### config.mk
export PLATFORM = sky130hd
export DESIGN_NAME = cap_touch_frequency_detector_core_flat
export DESIGN_NICKNAME = d
export VERILOG_FILES = /design/src/rtl/ctfd_pkg.sv /design/src/rtl/ctfd_if.sv /design/src/rtl/ctfd_div.sv /design/src/rtl/ctfd_win.sv /design/src/rtl/cap_touch_frequency_detector_core.sv /design/src/flat_wrapper.sv
export SDC_FILE = /design/constraint.sdc
export NUM_CORES = 1
export LEC_CHECK = 0
export BUFFER_PORTS_ARGS = -buffer_cell sky130_fd_sc_hd__buf_2
export CORE_MARGIN = 4
export CORE_UTILIZATION = 45
export CTS_BUF_LIST = sky130_fd_sc_hd__clkbuf_16
export DETAILED_ROUTE_END_ITERATION = 12
export GPL_ROUTABILITY_DRIVEN = 0
export PLACE_DENSITY = 0.64
export SYNTH_ARGS = -nofsm -noshare
export SYNTH_HDL_FRONTEND = slang
export SYNTH_SLANG_ARGS = --single-unit
### constraint.sdc
create_clock -name i_clk -period 6.2 [get_ports i_clk]
set_input_delay 0 -clock i_clk [delete_from_list [all_inputs] [get_ports i_clk]]
set_output_delay 0 -clock i_clk [all_outputs]
set_load 0.1 [all_outputs]
### src/rtl/ctfd_pkg.sv
// Package for the capacitive touch frequency detector.
// Holds widths, fixed-point constants, the control state type and the shared structs.
// No dependencies; every other file refers to it by scoped names.
package ctfd_pkg;

    localparam int unsigned STAMP_W      = 16;
    localparam int unsigned FREQ_W       = 23;
    localparam int unsigned THR_W        = 23;
    localparam int unsigned SUM_W        = 23;
    localparam int unsigned WINDOW       = 20;
    localparam int unsigned TICK_RATE    = 5000000;
    localparam int unsigned THRESH_RESET = 800;

    // floor(floor(T / d) / W) == floor(floor(T / W) / d), so divide a folded constant
    localparam int unsigned DIVIDEND = TICK_RATE / WINDOW;
    localparam int unsigned DVD_W    = $clog2(DIVIDEND + 1);
    localparam int unsigned SLOT_W   = DVD_W;
    localparam int unsigned IDX_W    = $clog2(WINDOW);
    localparam int unsigned CNT_W    = $clog2(DVD_W + 1);

    typedef enum logic [1:0] {
        ST_IDLE,
        ST_DIV,
        ST_UPD,
        ST_EMIT
    } t_state;

    typedef struct packed {
        logic               start;
        logic [STAMP_W-1:0] divisor;
    } t_div_req;

    typedef struct packed {
        logic              done;
        logic [SLOT_W-1:0] quotient;
    } t_div_stat;

    typedef struct packed {
        logic              wr;
        logic [SLOT_W-1:0] slot;
    } t_win_req;

endpackage

### src/rtl/ctfd_if.sv
// Valid/ready channel interfaces for capture input, result output and threshold writes.
// Depends on ctfd_pkg for the field widths.
interface ctfd_cap_if;
    logic                          valid;
    logic                          ready;
    logic [ctfd_pkg::STAMP_W-1:0]  capture_stamp;

    modport source (output valid, output capture_stamp, input ready);
    modport sink   (input valid, input capture_stamp, output ready);
endinterface

interface ctfd_res_if;
    logic                          valid;
    logic                          ready;
    logic [ctfd_pkg::FREQ_W-1:0]   average_freq;
    logic                          touched;
    logic                          updated;

    modport source (output valid, output average_freq, output touched, output updated,
                    input ready);
    modport sink   (input valid, input average_freq, input touched, input updated,
                    output ready);
endinterface

interface ctfd_cfg_if;
    logic                          valid;
    logic                          ready;
    logic [ctfd_pkg::THR_W-1:0]    wdata;

    modport source (output valid, output wdata, input ready);
    modport sink   (input valid, input wdata, output ready);
endinterface

### src/rtl/ctfd_div.sv
// Bit-serial restoring divider: constant dividend over a 16-bit period, one quotient bit a cycle.
// Depends on ctfd_pkg.
module ctfd_div (
    input  logic                i_clk,
    input  logic                i_rst_n,
    input  ctfd_pkg::t_div_req  i_req,
    output ctfd_pkg::t_div_stat o_stat
);

    logic                          r_busy;
    logic                          r_done;
    logic [ctfd_pkg::CNT_W-1:0]    r_cnt;
    logic [ctfd_pkg::STAMP_W-1:0]  r_div;
    logic [ctfd_pkg::STAMP_W-1:0]  r_rem;
    logic [ctfd_pkg::DVD_W-1:0]    r_dvd;
    logic [ctfd_pkg::DVD_W-1:0]    r_quo;

    logic [ctfd_pkg::STAMP_W:0]    w_trial;
    logic [ctfd_pkg::STAMP_W:0]    w_sub;
    logic                          w_ge;
    logic [ctfd_pkg::STAMP_W-1:0]  n_rem;
    logic                          w_last;

    always_comb begin
        w_trial = {r_rem, r_dvd[ctfd_pkg::DVD_W-1]};
        w_ge    = w_trial >= {1'b0, r_div};
        w_sub   = w_trial - {1'b0, r_div};
        // remainder stays below the divisor, so it fits the period width
        n_rem   = w_ge ? w_sub[ctfd_pkg::STAMP_W-1:0] : w_trial[ctfd_pkg::STAMP_W-1:0];
        w_last  = r_cnt == ctfd_pkg::CNT_W'(ctfd_pkg::DVD_W - 1);
    end

    always_ff @(posedge i_clk) begin
        if (!i_rst_n) begin
            r_busy <= 1'b0;
            r_done <= 1'b0;
            r_cnt  <= '0;
        end else begin
            r_done <= 1'b0;
            if (i_req.start) begin
                r_busy <= 1'b1;
                r_cnt  <= '0;
            end else if (r_busy) begin
                r_cnt <= r_cnt + 1'b1;
                if (w_last) begin
                    r_busy <= 1'b0;
                    r_done <= 1'b1;
                end
            end
        end
    end

    always_ff @(posedge i_clk) begin
        if (i_req.start) begin
            r_div <= i_req.divisor;
            r_rem <= '0;
            r_dvd <= ctfd_pkg::DVD_W'(ctfd_pkg::DIVIDEND);
        end else if (r_busy) begin
            r_rem <= n_rem;
            r_dvd <= {r_dvd[ctfd_pkg::DVD_W-2:0], 1'b0};
            r_quo <= {r_quo[ctfd_pkg::DVD_W-2:0], w_ge};
        end
    end

    assign o_stat.done     = r_done;
    assign o_stat.quotient = r_quo;

endmodule

### src/rtl/ctfd_win.sv
// Ring of window slots and the running sum over them.
// Depends on ctfd_pkg.
module ctfd_win (
    input  logic                        i_clk,
    input  logic                        i_rst_n,
    input  ctfd_pkg::t_win_req          i_req,
    output logic [ctfd_pkg::SUM_W-1:0]  o_sum
);

    logic [ctfd_pkg::SLOT_W-1:0] r_slots [ctfd_pkg::WINDOW];
    logic [ctfd_pkg::IDX_W-1:0]  r_idx;
    logic [ctfd_pkg::SUM_W-1:0]  r_sum;
    logic [ctfd_pkg::SUM_W-1:0]  n_sum;
    logic [ctfd_pkg::IDX_W-1:0]  n_idx;

    always_comb begin
        // add the new slot and drop the one it overwrites
        n_sum = r_sum - ctfd_pkg::SUM_W'(r_slots[r_idx]) + ctfd_pkg::SUM_W'(i_req.slot);
        n_idx = (r_idx == ctfd_pkg::IDX_W'(ctfd_pkg::WINDOW - 1)) ? '0 : r_idx + 1'b1;
    end

    always_ff @(posedge i_clk) begin
        if (!i_rst_n) begin
            for (int k = 0; k < ctfd_pkg::WINDOW; k++) begin
                r_slots[k] <= '0;
            end
            r_idx <= '0;
            r_sum <= '0;
        end else if (i_req.wr) begin
            r_slots[r_idx] <= i_req.slot;
            r_idx          <= n_idx;
            r_sum          <= n_sum;
        end
    end

    assign o_sum = r_sum;

endmodule

### src/rtl/cap_touch_frequency_detector_core.sv
// Flow: a start capture or a discarded pair goes from idle straight to the emit state;
// a valid pair passes through the divide state (18 divider steps) and the window update first.
// Captures are taken only in idle, so the bit-serial 18-step divider and a stalled output
// hold off the next capture; the next capture is taken once the result is stored.
// Reset: synchronous, active low; clears pairing state, slots and sum, threshold to 800.
// Depends on ctfd_pkg, ctfd_if, ctfd_div and ctfd_win.
module cap_touch_frequency_detector_core (
    input  logic              i_clk,
    input  logic              i_rst_n,
    ctfd_cap_if.sink          i_cap,
    ctfd_cfg_if.sink          i_cfg,
    ctfd_res_if.source        o_res
);

    ctfd_pkg::t_state              r_state;
    ctfd_pkg::t_state              n_state;
    logic                          r_awaiting_end;
    logic [ctfd_pkg::STAMP_W-1:0]  r_start_stamp;
    logic [ctfd_pkg::THR_W-1:0]    r_threshold;
    logic                          r_updated;
    logic                          r_out_valid;
    logic [ctfd_pkg::FREQ_W-1:0]   r_out_avg;
    logic                          r_out_touched;
    logic                          r_out_updated;

    ctfd_pkg::t_div_req            w_div_req;
    ctfd_pkg::t_div_stat           w_div_stat;
    ctfd_pkg::t_win_req            w_win_req;
    logic [ctfd_pkg::SUM_W-1:0]    w_sum;

    logic                          w_accept;
    logic                          w_valid_pair;
    logic                          w_out_free;
    logic                          w_out_load;

    assign w_accept     = i_cap.valid && i_cap.ready;
    assign w_valid_pair = r_awaiting_end && (i_cap.capture_stamp > r_start_stamp);
    assign w_out_free   = !r_out_valid || o_res.ready;

    // next state
    always_comb begin
        n_state = r_state;
        unique case (r_state)
            ctfd_pkg::ST_IDLE: begin
                if (w_accept) begin
                    n_state = w_valid_pair ? ctfd_pkg::ST_DIV : ctfd_pkg::ST_EMIT;
                end
            end
            ctfd_pkg::ST_DIV: begin
                if (w_div_stat.done) begin
                    n_state = ctfd_pkg::ST_UPD;
                end
            end
            ctfd_pkg::ST_UPD: begin
                n_state = ctfd_pkg::ST_EMIT;
            end
            ctfd_pkg::ST_EMIT: begin
                if (w_out_free) begin
                    n_state = ctfd_pkg::ST_IDLE;
                end
            end
            default: n_state = ctfd_pkg::ST_IDLE;
        endcase
    end

    // state outputs
    always_comb begin
        i_cap.ready       = 1'b0;
        w_div_req.start   = 1'b0;
        w_div_req.divisor = i_cap.capture_stamp - r_start_stamp;
        w_win_req.wr      = 1'b0;
        w_win_req.slot    = w_div_stat.quotient;
        w_out_load        = 1'b0;
        unique case (r_state)
            ctfd_pkg::ST_IDLE: begin
                i_cap.ready     = 1'b1;
                w_div_req.start = i_cap.valid && w_valid_pair;
            end
            ctfd_pkg::ST_DIV: begin
            end
            ctfd_pkg::ST_UPD: begin
                w_win_req.wr = 1'b1;
            end
            ctfd_pkg::ST_EMIT: begin
                w_out_load = w_out_free;
            end
            default: begin
            end
        endcase
    end

    always_ff @(posedge i_clk) begin
        if (!i_rst_n) begin
            r_state        <= ctfd_pkg::ST_IDLE;
            r_awaiting_end <= 1'b0;
            r_start_stamp  <= '0;
            r_threshold    <= ctfd_pkg::THR_W'(ctfd_pkg::THRESH_RESET);
            r_updated      <= 1'b0;
            r_out_valid    <= 1'b0;
        end else begin
            r_state <= n_state;
            if (i_cfg.valid && i_cfg.ready) begin
                r_threshold <= i_cfg.wdata;
            end
            if (w_accept) begin
                r_updated <= 1'b0;
                if (!r_awaiting_end) begin
                    r_start_stamp  <= i_cap.capture_stamp;
                    r_awaiting_end <= 1'b1;
                end else begin
                    r_awaiting_end <= 1'b0;
                end
            end
            if (w_win_req.wr) begin
                r_updated <= 1'b1;
            end
            if (w_out_load) begin
                r_out_valid <= 1'b1;
            end else if (o_res.ready) begin
                r_out_valid <= 1'b0;
            end
        end
    end

    // hold the result payload until the transaction completes
    always_ff @(posedge i_clk) begin
        if (w_out_load) begin
            r_out_avg     <= w_sum;
            r_out_touched <= w_sum < r_threshold;
            r_out_updated <= r_updated;
        end
    end

    ctfd_div u_div (
        .i_clk   (i_clk),
        .i_rst_n (i_rst_n),
        .i_req   (w_div_req),
        .o_stat  (w_div_stat)
    );

    ctfd_win u_win (
        .i_clk   (i_clk),
        .i_rst_n (i_rst_n),
        .i_req   (w_win_req),
        .o_sum   (w_sum)
    );

    assign i_cfg.ready        = 1'b1;
    assign o_res.valid        = r_out_valid;
    assign o_res.average_freq = r_out_avg;
    assign o_res.touched      = r_out_touched;
    assign o_res.updated      = r_out_updated;

    a_done_in_div: assert property (@(posedge i_clk) disable iff (!i_rst_n)
        w_div_stat.done |-> r_state == ctfd_pkg::ST_DIV)
        else $error("divider finished outside the divide state");

    a_win_after_done: assert property (@(posedge i_clk) disable iff (!i_rst_n)
        w_win_req.wr |-> $past(w_div_stat.done))
        else $error("window write without a finished divide");

    a_start_emits: assert property (@(posedge i_clk) disable iff (!i_rst_n)
        (w_accept && !w_valid_pair) |=> r_state == ctfd_pkg::ST_EMIT)
        else $error("start or discarded capture did not go straight to emit");

    a_updated_flag: assert property (@(posedge i_clk) disable iff (!i_rst_n)
        (r_state == ctfd_pkg::ST_UPD) |=> (r_state == ctfd_pkg::ST_EMIT && r_updated))
        else $error("window update did not flag the result as updated");

endmodule
### src/flat_wrapper.sv
// flat-port wrapper written by rule: the top's interface ports become plain ports
module cap_touch_frequency_detector_core_flat 
  (i_clk, i_rst_n, i_cap_valid, i_cap_capture_stamp, i_cap_ready, i_cfg_valid, i_cfg_wdata, i_cfg_ready, o_res_valid, o_res_average_freq, o_res_touched, o_res_updated, o_res_ready);
  ctfd_cap_if i_cap_i ();
  ctfd_cfg_if i_cfg_i ();
  ctfd_res_if o_res_i ();
  input  logic i_clk;
  input  logic i_rst_n;
  input wire logic [$bits(i_cap_i.valid)-1:0] i_cap_valid;
  input wire logic [$bits(i_cap_i.capture_stamp)-1:0] i_cap_capture_stamp;
  output wire logic [$bits(i_cap_i.ready)-1:0] i_cap_ready;
  input wire logic [$bits(i_cfg_i.valid)-1:0] i_cfg_valid;
  input wire logic [$bits(i_cfg_i.wdata)-1:0] i_cfg_wdata;
  output wire logic [$bits(i_cfg_i.ready)-1:0] i_cfg_ready;
  output wire logic [$bits(o_res_i.valid)-1:0] o_res_valid;
  output wire logic [$bits(o_res_i.average_freq)-1:0] o_res_average_freq;
  output wire logic [$bits(o_res_i.touched)-1:0] o_res_touched;
  output wire logic [$bits(o_res_i.updated)-1:0] o_res_updated;
  input wire logic [$bits(o_res_i.ready)-1:0] o_res_ready;
  assign i_cap_i.valid = i_cap_valid;
  assign i_cap_i.capture_stamp = i_cap_capture_stamp;
  assign i_cap_ready = i_cap_i.ready;
  assign i_cfg_i.valid = i_cfg_valid;
  assign i_cfg_i.wdata = i_cfg_wdata;
  assign i_cfg_ready = i_cfg_i.ready;
  assign o_res_valid = o_res_i.valid;
  assign o_res_average_freq = o_res_i.average_freq;
  assign o_res_touched = o_res_i.touched;
  assign o_res_updated = o_res_i.updated;
  assign o_res_i.ready = o_res_ready;
  cap_touch_frequency_detector_core u_core (.i_clk(i_clk), .i_rst_n(i_rst_n), .i_cap(i_cap_i), .i_cfg(i_cfg_i), .o_res(o_res_i));
endmodule
==> summary.md, run 1 <==
| Metric | Value |
|---|---|
| Root Driver | clkbuf_16 |
| Final setup TNS | 0 ns |
| DR WL/cell | 24.42 um |
| P&R area growth vs syn | 13.21% |
| Post-layout min period | 5.493 ns |
| Unique masters post-synth | 74 |
| Post-Place Cell Area | 35870 um2 |
| Grt total ovfl | 0 |
| HPWL Detailed | 52.00 mm |
| PD cells | 399.8 nW/um2 |
| Reg clk slew, reported paths | 0.06 ns |
| Cells after synthesis | 2475 |
| Syn Area/Cell | 13.89 um2 |
| Ranking of synthesized cells by area | edfxtp_1 (55%), mux4_2 (12%), dfxtp_1 (6.6%), nor3_1 (5.4%), ha_1 (3.2%) |
| Clock buffer count from CTS | 78 |
| Syn_nets | 2626 |
| Slew HR | 14.03% |
| Max-cap violations | 0 |
| Initial antenna violation count | 0 |
| Worst Skew | 0.03924 ns |
| Port bufs | 70 |
| Seq/Total Area, Yosys | 62.12% |
| Final instance area | 38910 um2 |
| Inserted Diodes | 0 |
| Most numerous cell in the Yosys netlist | edfxtp_1 |
| Dpl ws | 0.8584 ns |
| Setup ws final | 0.7068 ns |
| Initial DRC Count | 2493 |
| # clock sinks | 749 |
| Final hold vios | 0 |
| Yosys warnings | 0 |
| DRT antenna net count | 0 |
| Post-Syn Area | 34370 um2 |
| Yosys top cell by area | edfxtp_1 |
| Tightest Hold Check Type | in -> reg |
| Max Root-Sink Buffers | 3 |
| Fin crit share | 88.60% |
| Synth Register Bits | 749 |
| Synth Flop Type | edfxtp_1 |
| Worst-Margin Slew | 1.289 ns |
| Layout cells sized above 1 | 19.12% |
| Req. time, crit path | 6.74 ns |
| Fmax | 0.1820 GHz |
| # nets final | 2669 |
| Post-synth EDFFs | 635 |
| Post-CTS setup buffers | 0 |
| Via density | 6.037 |
| I/O Pins | 72 |
| Gr usage total | 21.24% |
| First-pass GRT wire length | 131.8 mm |
| RSZ-0062 raised after global routing | false |
| Lkg Pwr | 13.22 nW |
| Htree depth | 3 |
| Arrival @ worst endpoint | 6.03 ns |
| Status | completed |
| Critical Path End Type | flop |
| Post-CTS sizing | 0 |
| Area share of the largest cell type after synthesis | 55.48% |
| DIE AREA | 80860 um2 |
| Largest net degree at the start of global routing | 77 |
| Type of origin of the critical path | flop |
| Slew Limit Fails | 0 |
| Crit Path Max Fanout | 37 |
| Synth cell count leaders | edfxtp_1 (635), nor3_1 (371), mux4_2 (180) |
| Final setup vio count | 0 |
| Drt drc | 0 |
| Chip height | 284.4 um |
| CTS tree | yes |
| Number of global-route vias before repair | 21490 |
| # hold bufs at CTS | 45 |
| Worst-skew pair later-pin latency | 0.63 ns |
| Kind of critical path | reg -> reg |
| Die Wd | 284.4 um |
| DR vias | 21470 |
| Async SR Flop Fraction | 0% |
| Initial Utilization | 45.33% |
| Final Routed Wirelength | 86.86 mm |
| Drt pass-1 iters | 6 |
| Worst VDD drop | 306.9 uV |
| Rows | 101 |
| Core box area | 75820 um2 |
==> state kept, by name (all words and copies together), names as in the netlist, named ones only <==
name / count
u_core.o_res.valid: 1
u_core.r_awaiting_end: 1
u_core.r_threshold: 23
u_core.r_state: 2
u_core.u_div.r_cnt: 5
u_core.u_div.r_div: 16
u_core.o_res.updated: 1
u_core.o_res.average_freq: 23
u_core.r_start_stamp: 16
u_core.u_div.r_busy: 1
u_core.u_win.r_slots: 576
u_core.u_div.r_rem: 16
u_core.u_win.o_sum: 23
u_core.u_div.r_dvd: 14
u_core.u_div.r_done: 1
u_core.u_div.r_quo: 18
u_core.r_updated: 1
u_core.o_res.touched: 1
u_core.u_win.r_idx: 5
==> worst paths after layout <==
check                                        endpoint  slack (ns)  cells past startpoint                          start
hold reg to reg        u_core.o_res.updated$_DFFE_PP_        0.44                      0  u_core.r_updated$_SDFFE_PN0P_
setup / recovery  u_core.u_win.o_sum[22]$_SDFFE_PN0P_        0.71                     15                           flop
setup reg to reg  u_core.u_win.o_sum[22]$_SDFFE_PN0P_        0.71                     15                           flop
hold / removal     u_core.r_threshold[6]$_SDFFE_PN0P_        0.03                      3                    i_cfg_valid
==> kinds of logic after synthesis <==
group | count (synthesis) | share of synthesized area (%)
other cells | 1 | 0.01091
flops | 749 | 62.12
simple gates | 709 | 9.825
compound gates | 281 | 5.217
xor+xnor | 27 | 0.6880
fa+ha+maj | 107 | 4.332
mux | 242 | 13.67
buf+inv | 359 | 4.135
==> cells in the final DEF, fill, tap and decap left out, types with 9 or more instances in the layout <==
master	n
bufinv_16	11
xor2_1	10
a21oi_1	81
clkinv_2	15
o21ai_0	29
clkbuf_16	79
nand4_1	16
inv_1	175
a211oi_1	16
xnor2_1	17
nor2b_1	18
ha_1	86
o211ai_1	19
a31oi_1	13
mux2i_1	42
mux2_2	19
o21a_1	14
buf_4	39
buf_2	70
nor2_1	105
o21ai_4	16
dfxtp_1	109
edfxtp_1	635
nand3_1	30
nor3_1	371
fa_1	20
clkinv_1	11
dlygate4sd3_1	45
o21ai_1	17
a21o_1	19
nand2_1	110
and3_1	9
mux4_2	180
==> cell type report <==
type	instances	area, um2
well taps	978	1224
inverters	163	611.8
clock buffers	79	1977
fillers	6216	36910
clock inverters	62	610.6
repair buffers	159	1194
multi-input cells	1367	11930
flip-flops and latches	749	21360
==> worst max-delay path, stage by stage, from the launching register on <==
cell	delay [ns]
dfxtp_4	0.67
buf_12	0.32
buf_4	0.29
mux4_2	0.33
mux4_2	0.51
mux2_2	0.30
fa_1	0.53
inv_1	0.05
ha_1	0.38
o21a_1	0.17
a21oi_1	0.13
a2111oi_0	0.67
nor2b_1	0.19
o31ai_1	0.35
mux2i_1	0.28
mux2i_1	0.19
==> per-stage QoR <==
stage	power [mW]	util [%]	hold WS [ns]	cells
final	15.56	51.32	0.03182	3557
after global routing	16.34	51.32	0.05399	3557
after CTS	15.59	51.32	0.00004485	3557
after detailed placement	10.82	47.31	0.2302	3371
after global placement	10.71	47.31	0.2239	3371
after floorplan	9.690	-	0.1262	2475
==> routing by layer <==
layer	vias to the layer above	track usage [%]	routed length [um]	part of all wire (%)
li1	9534	-	-	-
met1	10860	29.52	36170	42
met2	929	34.04	40980	47
met3	154	4.338	7314	8.4
met4	0	6.509	2391	2.8
met5	-	0	0	0
==> power by group <==
part           internal (mW)  total, mW  switching, mW
combinational           1.90       4.63           2.74
clock                   2.79       4.75           1.96
sequential              5.85       6.18          0.322
total                   10.5       15.6           5.02
No activity file was read; power rests on OpenSTA's default activity.
==> inputs of run 2 (changes only) <==
ABC_AREA = 1   (was not set)
GPL_ROUTABILITY_DRIVEN = 1   (was 0)
==> run 2 against run 1 <==
Count of clock-buffer cells in the layout increased by 4. Register-to-register slack improved by 0.82 ns. Worst hold slack improved by 0.17 ns. Core utilization decreased by 0.24 points. Synthesized area grew 1.1%. Via count rose by 18%. Wire length is 12% higher. Cell count rose by 27%. Global-route usage grew 2.1 points. Synthesized cell count rose by 37%. Sequential share of layout area about the same. Die area up 1.1%. Critical path type unchanged.
==> summary.md, run 2 <==
| Metric | Value |
|---|---|
| Core Util, Final | 51.08% (-0.24 points) |
| Pwr Total | 16.16 mW (+3.9%) |
| Delay-heaviest family, CP | buffers and inverters |
| Max reg flops | 576 (unchanged) |
| Number of global-route vias before repair | 24220 (+13%) |
| DR vias | 25430 (+18%) |
| Req. time, crit path | 6.72 ns (-0.02 ns) |
| Yosys warnings | 0 (unchanged) |
| Max-cap violations | 0 (unchanged) |
| Final hold vios | 0 (unchanged) |
| First-pass GRT wire length | 147.5 mm (+12%) |
| Seq/Total Area, Yosys | 61.45% (-0.66 points) |
| Lkg Pwr | 15.21 nW (+15%) |
| Ranking of synthesized cells by area | edfxtp_1 (55%), nor2_1 (8.1%), dfxtp_1 (6.6%), o21ai_0 (5.3%), nand2_1 (3.4%) |
| Largest reg by FF count | u_core.u_win.r_slots |
| PD cells | 415.2 nW/um2 (+3.8%) |
| Slew Limit Fails | 0 (unchanged) |
| Core box area | 76200 um2 (+0.50%) |
| Kind of critical path | reg -> reg |
| CTS tree | yes |
| Post-CTS sizing | 0 (unchanged) |
| Post-Place Cell Area | 35910 um2 (about the same) |
| Synth Flop Type | edfxtp_1 |
| Final setup TNS | 0 ns (unchanged) |
| I/O Pins | 72 (unchanged) |
| Max Root-Sink Buffers | 3 (unchanged) |
| Worst hold slack | 0.2064 ns (+0.1746 ns) |
| Die Wd | 285.9 um (+0.52%) |
| CP bufs+invs | 5 (+2) |
| Max stage delay on crit path | 0.67 ns (about the same) |
| Root Driver | clkbuf_16 |
| # clock sinks | 749 (unchanged) |
| Initial antenna violation count | 0 (unchanged) |
| Synth Register Bits | 749 (unchanged) |
| Fmax | 0.2138 GHz (+17%) |
| Clock buffer count from CTS | 81 (+3.8%) |
| Gr usage total | 23.33% (+2.1 points) |
| Synth cell count leaders | nor2_1 (751), edfxtp_1 (635), o21ai_0 (368) |
| Post-synth EDFFs | 635 (unchanged) |
| Post-layout min period | 4.678 ns (-0.8154 ns) |
| Htree depth | 3 (unchanged) |
| Drt drc | 0 (unchanged) |
| Worst Skew | 0.02982 ns (-0.009418 ns) |
| Arrival @ worst endpoint | 5.20 ns (-0.83 ns) |
| Fin crit share | 75.45% (-13 points) |
| DR WL/cell | 21.40 um (-12%) |
| Crit Path Max Fanout | 162 (+340%) |
| Type of origin of the critical path | flop |
| GPL Wtd Cong | 0.9214 |
| Worst-Margin Slew | 1.160 ns (-0.1295 ns) |
| Final Routed Wirelength | 96.99 mm (+12%) |
| Reg clk slew, reported paths | 0.06 ns (about the same) |
| # nets final | 3590 (+35%) |
| DRT antenna net count | 0 (unchanged) |
| Most frequent cells in the layout | nor2_1 (739), edfxtp_1 (635), o21ai_0 (368), nand2_1 (312), inv_1 (297) |
| Drt pass-1 iters | 6 (unchanged) |
| Post-Syn Area | 34740 um2 (+1.1%) |
| P&R area growth vs syn | 12.04% |
| Status | completed |
| Slew HR | 22.59% (+8.6 points) |
| Area share of the largest cell type after synthesis | 54.89% (-0.59 points) |
| Most numerous cell in the Yosys netlist | nor2_1 |
| Chip height | 285.9 um (+0.52%) |
| Syn_nets | 3550 (+35%) |
| Final setup vio count | 0 (unchanged) |
| HPWL Detailed | 57.83 mm (+11%) |
| Async SR Flop Fraction | 0% (unchanged) |
| Layout cells sized above 1 | 8.393% (-11 points) |
| Worst-skew pair later-pin latency | 0.64 ns (about the same) |
| Commonest non-fill, non-tap cell in the layout | nor2_1 |
| Initial Utilization | 45.59% (+0.26 points) |
| CP cell instances | inv_8 > buf_12 > o21ai_0 > o221ai_1 > nand3_1 > nand2_1 > nor2_1 > a21oi_1 > fa_1 > inv_1 > ha_1 > nand2_1 > nand3b_1 > nand2_1 > inv_1 > o21bai_1 > nand2_1 > nand3_1 > nand3_1 > nand2_1 > inv_1 |
| Worst VDD drop | 275.4 uV (-10%) |
| Critical Path End Type | flop |
| Via density | 5.609 (-7.1%) |
| Inserted Diodes | 0 (unchanged) |
| Final instance area | 38920 um2 (about the same) |
| Crit-path slowest cell | inv_8 |
| RSZ-0062 raised after global routing | false |
| CP most frequent cell | nand2_1 |
| Rows | 101 (unchanged) |
| Tightest Hold Check Type | in -> reg |
| Cells after synthesis | 3399 (+37%) |
| Port bufs | 70 (unchanged) |
| Grt total ovfl | 0 (unchanged) |
| DIE AREA | 81710 um2 (+1.1%) |
| Largest net degree at the start of global routing | 163 (+110%) |
| Unique masters post-synth | 51 (-31%) |
| Initial DRC Count | 3092 (+24%) |
| Yosys top cell by area | edfxtp_1 |
| Syn Area/Cell | 10.22 um2 (-26%) |
==> run 2: where the power goes <==
part | internal (mW) | switching, mW
clock | 2.63 | 1.99
sequential | 5.89 | 0.239
combinational | 1.75 | 3.67
total | 10.3 | 5.90
==> run 2: worst register-to-register path: cells and delay by family, from the launching register on <==
family / cells / cell delay (ns)
AND/OR/NAND/NOR: 10 / 1.19
buffers and inverters: 5 / 1.32
AO/OA/AOI/OAI: 4 / 0.96
flip-flops: 1 / 0.45
adder cells (fa/ha/maj): 2 / 0.65
==> run 2: final timing paths <==
path,from,end,slack [ns],cells after the start
hold reg to reg,u_core.r_updated$_SDFFE_PN0P_,u_core.o_res.updated$_DFFE_PP_,0.43,0
setup / recovery,flop,u_core.u_win.o_sum[16]$_SDFFE_PN0P_,1.52,21
setup reg to reg,flop,u_core.u_win.o_sum[16]$_SDFFE_PN0P_,1.52,21
hold / removal,i_cfg_wdata[1],u_core.r_threshold[1]$_SDFFE_PN0P_,0.21,4
==> run 2: stage by stage <==
stage                     setup WS (ns)  instances
after global routing              1.231       4533
after global placement            1.677       4334
after detailed placement          1.640       4334
final                             1.522       4533
after CTS                         1.609       4533
after floorplan                   2.866       3399
==> run 2: kinds of logic (layout without fill, tap and decap cells) <==
kind of cell,Yosys count,in the layout,share of synthesized area [%]
adders and majority gates,107,107,4.286
AOI/OAI and AO/OA,736,736,12.44
other,1,1,0.01079
xor gates and xnor gates,34,34,0.8571
DFF,749,749,61.45
and+or+nand+nor,1275,1275,15.03
buffers and inverters,497,601,5.931
==> run 2: layout make-up <==
type                    instances  area (um2)
clock inverters                64       420.4
repair buffers                169        1299
clock buffers                  83        2077
well taps                    1030        1289
multi-input cells            2153       11400
flip-flops and latches        749       21360
fillers                      6803       37280
inverters                     285        1082
==> run 2: layer usage <==
metal | GRT usage (%) | vias to the layer above | wire length [um]
met3 | 4.135 | 165 | 8164
met5 | 0 | - | 0
met2 | 37.42 | 1077 | 45050
met1 | 32.50 | 12320 | 40790
li1 | - | 11870 | -
met4 | 7.438 | 0 | 2986
==> run 2: what timing repair did <==
item                      CTS  global route
hold buffers               52             0
hold endpoints to repair   77             0
setup buffers               0             0
==> inputs of run 3 (changes only) <==
PLACE_DENSITY = 0.67   (was 0.64)
clock period = 4.3 ns   (was 6.2 ns; I/O delays follow)
==> run 3 against run 2 <==
Clock power rose by 39%. Sequential share of layout area down 0.52 points. Clock skew about the same. Critical path depth fell by 1. Largest cell class unchanged. Highest routed layer unchanged.
==> summary.md, run 3 (synthesized netlist as in run 2, its figures left out) <==
| Metric | Value |
|---|---|
| Pwr Total | 23.29 mW (+44%) |
| Final hold vios | 0 (unchanged) |
| Fin crit share | 94.83% (+19 points) |
| Root Driver | clkbuf_16 |
| RSZ-0062 raised after global routing | true |
| CP cell instances | buf_4 > buf_16 > o21ai_0 > o221ai_1 > nand3_1 > nand2_1 > nor2_1 > a21oi_1 > fa_1 > inv_1 > ha_1 > nand2_1 > nor2_1 > inv_1 > nor3_1 > nand3_1 > nand4_1 > nand3_1 > nand2_1 > inv_1 |
| Met1 WL | 39.80 mm (-2.4%) |
| Hold path endpoint | u_core.r_threshold[1]$_SDFFE_PN0P_ |
| CP bufs+invs | 5 (unchanged) |
| Most frequent cells in the layout | nor2_1 (739), edfxtp_1 (635), o21ai_0 (367), nand2_1 (312), inv_1 (293) |
| I/O Pins | 72 (unchanged) |
| Arrival @ worst endpoint | 4.59 ns (-0.61 ns) |
| Worst-skew pair later-pin latency | 0.64 ns (about the same) |
| Worst VDD drop | 383.5 uV (+39%) |
| Clock buffer count from CTS | 79 (-2.5%) |
| Final setup vio count | 0 (unchanged) |
| Tightest Hold Check Type | in -> reg |
| Via density | 5.654 (+0.80%) |
| Initial DRC Count | 2991 (-3.3%) |
| DIE AREA | 81710 um2 (unchanged) |
| Drt pass-1 iters | 6 (unchanged) |
| DRT antenna net count | 0 (unchanged) |
| Kind of critical path | reg -> reg |
| Crit-path slowest cell | fa_1 |
| Status | completed |
| Post-layout min period | 4.077 ns (-0.6003 ns) |
| R2R Path End | u_core.u_win.o_sum[21]$_SDFFE_PN0P_ |
| Largest reg by FF count | u_core.u_win.r_slots |
| Max-cap violations | 0 (unchanged) |
| Core box area | 76200 um2 (unchanged) |
| Initial Utilization | 45.59% (unchanged) |
| Die Wd | 285.9 um (unchanged) |
| Critical Path End Type | flop |
| Initial antenna violation count | 2 (+2) |
| First-pass GRT wire length | 148.6 mm (+0.77%) |
| P&R area growth vs syn | 13.11% |
| Slew HR | 28.96% (+6.4 points) |
| WL met3 | 8.864 mm (+8.6%) |
| Reg-to-reg slack, setup | 0.22 ns (-1.30 ns) |
| Reg clk slew, reported paths | 0.06 ns (about the same) |
| Number of global-route vias before repair | 24870 (+2.7%) |
| HPWL Detailed | 60.58 mm (+4.8%) |
| Inserted Diodes | 0 (unchanged) |
| Type of origin of the critical path | flop |
| Hold depth | 4 (unchanged) |
| Htree depth | 3 (unchanged) |
| DR WL/cell | 21.44 um (+0.22%) |
| Port bufs | 70 (unchanged) |
| Fmax | 0.2453 GHz (+15%) |
| CTS tree | yes |
| Max Used Layer | met4 |
| Commonest non-fill, non-tap cell in the layout | nor2_1 |
| # clock sinks | 749 (unchanged) |
| Reg2Reg Depth | 20 (-4.8%) |
| GPL Wtd Cong | 0.9330 (+1.3%) |
| Grt total ovfl | 0 (unchanged) |
| Max reg flops | 576 (unchanged) |
| Crit Path Max Fanout | 43 (-73%) |
| Setup ws final | 0.2225 ns (-1.300 ns) |
| Delay-heaviest family, CP | simple AND/OR/NAND/NOR gates |
| PD cells | 592.5 nW/um2 (+43%) |
| Req. time, crit path | 4.81 ns (-1.91 ns) |
| Rows | 101 (unchanged) |
| # nets final | 3631 (+1.1%) |
| DR vias | 25840 (+1.6%) |
| Max stage delay on crit path | 0.48 ns (-0.19 ns) |
| Lkg Pwr | 15.42 nW (+1.4%) |
| Routed wl met2 | 45.39 mm (+0.75%) |
| Drt drc | 0 (unchanged) |
| Max Root-Sink Buffers | 3 (unchanged) |
| Gr usage total | 23.50% (+0.17 points) |
| Dpl ws | 0.2647 ns (-1.375 ns) |
| Chip height | 285.9 um (unchanged) |
| Worst-Margin Slew | 1.063 ns (-0.09678 ns) |
| Worst Skew | 0.02970 ns (-0.0001197 ns) |
| Layout cells sized above 1 | 9.489% (+1.1 points) |
| Largest net degree at the start of global routing | 87 (-47%) |
| Slew Limit Fails | 0 (unchanged) |
| Final Routed Wirelength | 98.01 mm (+1.1%) |
| Hold_sp | i_cfg_wdata[1] |
[run 3: report_power, final]
group | switching [mW] | internal, mW
logic | 5.35 | 2.69
registers | 0.340 | 8.49
clock network | 2.85 | 3.57
[run 3: per-stage QoR]
| stage | instances | hold WS [ns] | util [%] | instance area [um2] | setup TNS, ns |
|---|---|---|---|---|---|
| 2_1_floorplan | 3399 | 0.1004 | - | 34740 | 0 |
| 3_3_place_gp | 4376 | 0.2205 | 47.69 | 36340 | 0 |
| 3_5_place_dp | 4376 | 0.2376 | 47.69 | 36340 | 0 |
| 4_1_cts | 4570 | 0.1909 | 51.53 | 39270 | 0 |
| 5_1_grt | 4571 | 0.2228 | 51.57 | 39300 | -0.03371 |
| 6_report | 4571 | 0.2062 | 51.57 | 39300 | 0 |
[run 3: tightest hold or removal path, stage by stage]
cell and delay (ns):
dlygate4sd3_1 0.51, buf_2 0.09, o21ai_0 0.07, a21oi_1 0.10
[run 3: repair_timing]
| action | 4_1_cts | 5_1_grt |
|---|---|---|
| buffers inserted | 0 | 0 |
| gates resized for setup | 0 | 2 |
| endpoints found under the setup margin | 0 | 3 |
| hold buffers | 52 | 0 |
| hold endpoints to repair | 74 | 0 |
[run 3: cell type report]
| cell class | count | area [um2] |
|---|---|---|
| sequential | 749 | 21360 |
| clock buffer | 80 | 2002 |
| timing repair buffer | 212 | 1797 |
| tap | 1030 | 1289 |
| clock inverter | 62 | 400.4 |
| multi-input combinational | 2153 | 11370 |
| inverter | 285 | 1082 |
| fill | 6710 | 36900 |
[run 3: worst max-delay path by stage]
stage	endpoint	cells past startpoint	start	slack (ns)
after floorplan	u_core.u_win.o_sum[8]$_SDFFE_PN0P_	20	flop	0.97
after global placement	u_core.u_win.o_sum[21]$_SDFFE_PN0P_	20	flop	0.26
after detailed placement	u_core.u_win.o_sum[21]$_SDFFE_PN0P_	20	flop	0.26
after CTS	u_core.u_win.o_sum[21]$_SDFFE_PN0P_	20	flop	0.22
after global routing	u_core.u_win.o_sum[21]$_SDFFE_PN0P_	20	flop	-0.03
final	u_core.u_win.o_sum[21]$_SDFFE_PN0P_	20	flop	0.22
[run 3: metal layers]
metal | vias to the layer above | track usage (%)
met5 | - | 0
met4 | 0 | 9.586
met3 | 205 | 4.398
met2 | 1184 | 37.96
met1 | 12520 | 31.46
li1 | 11940 | -
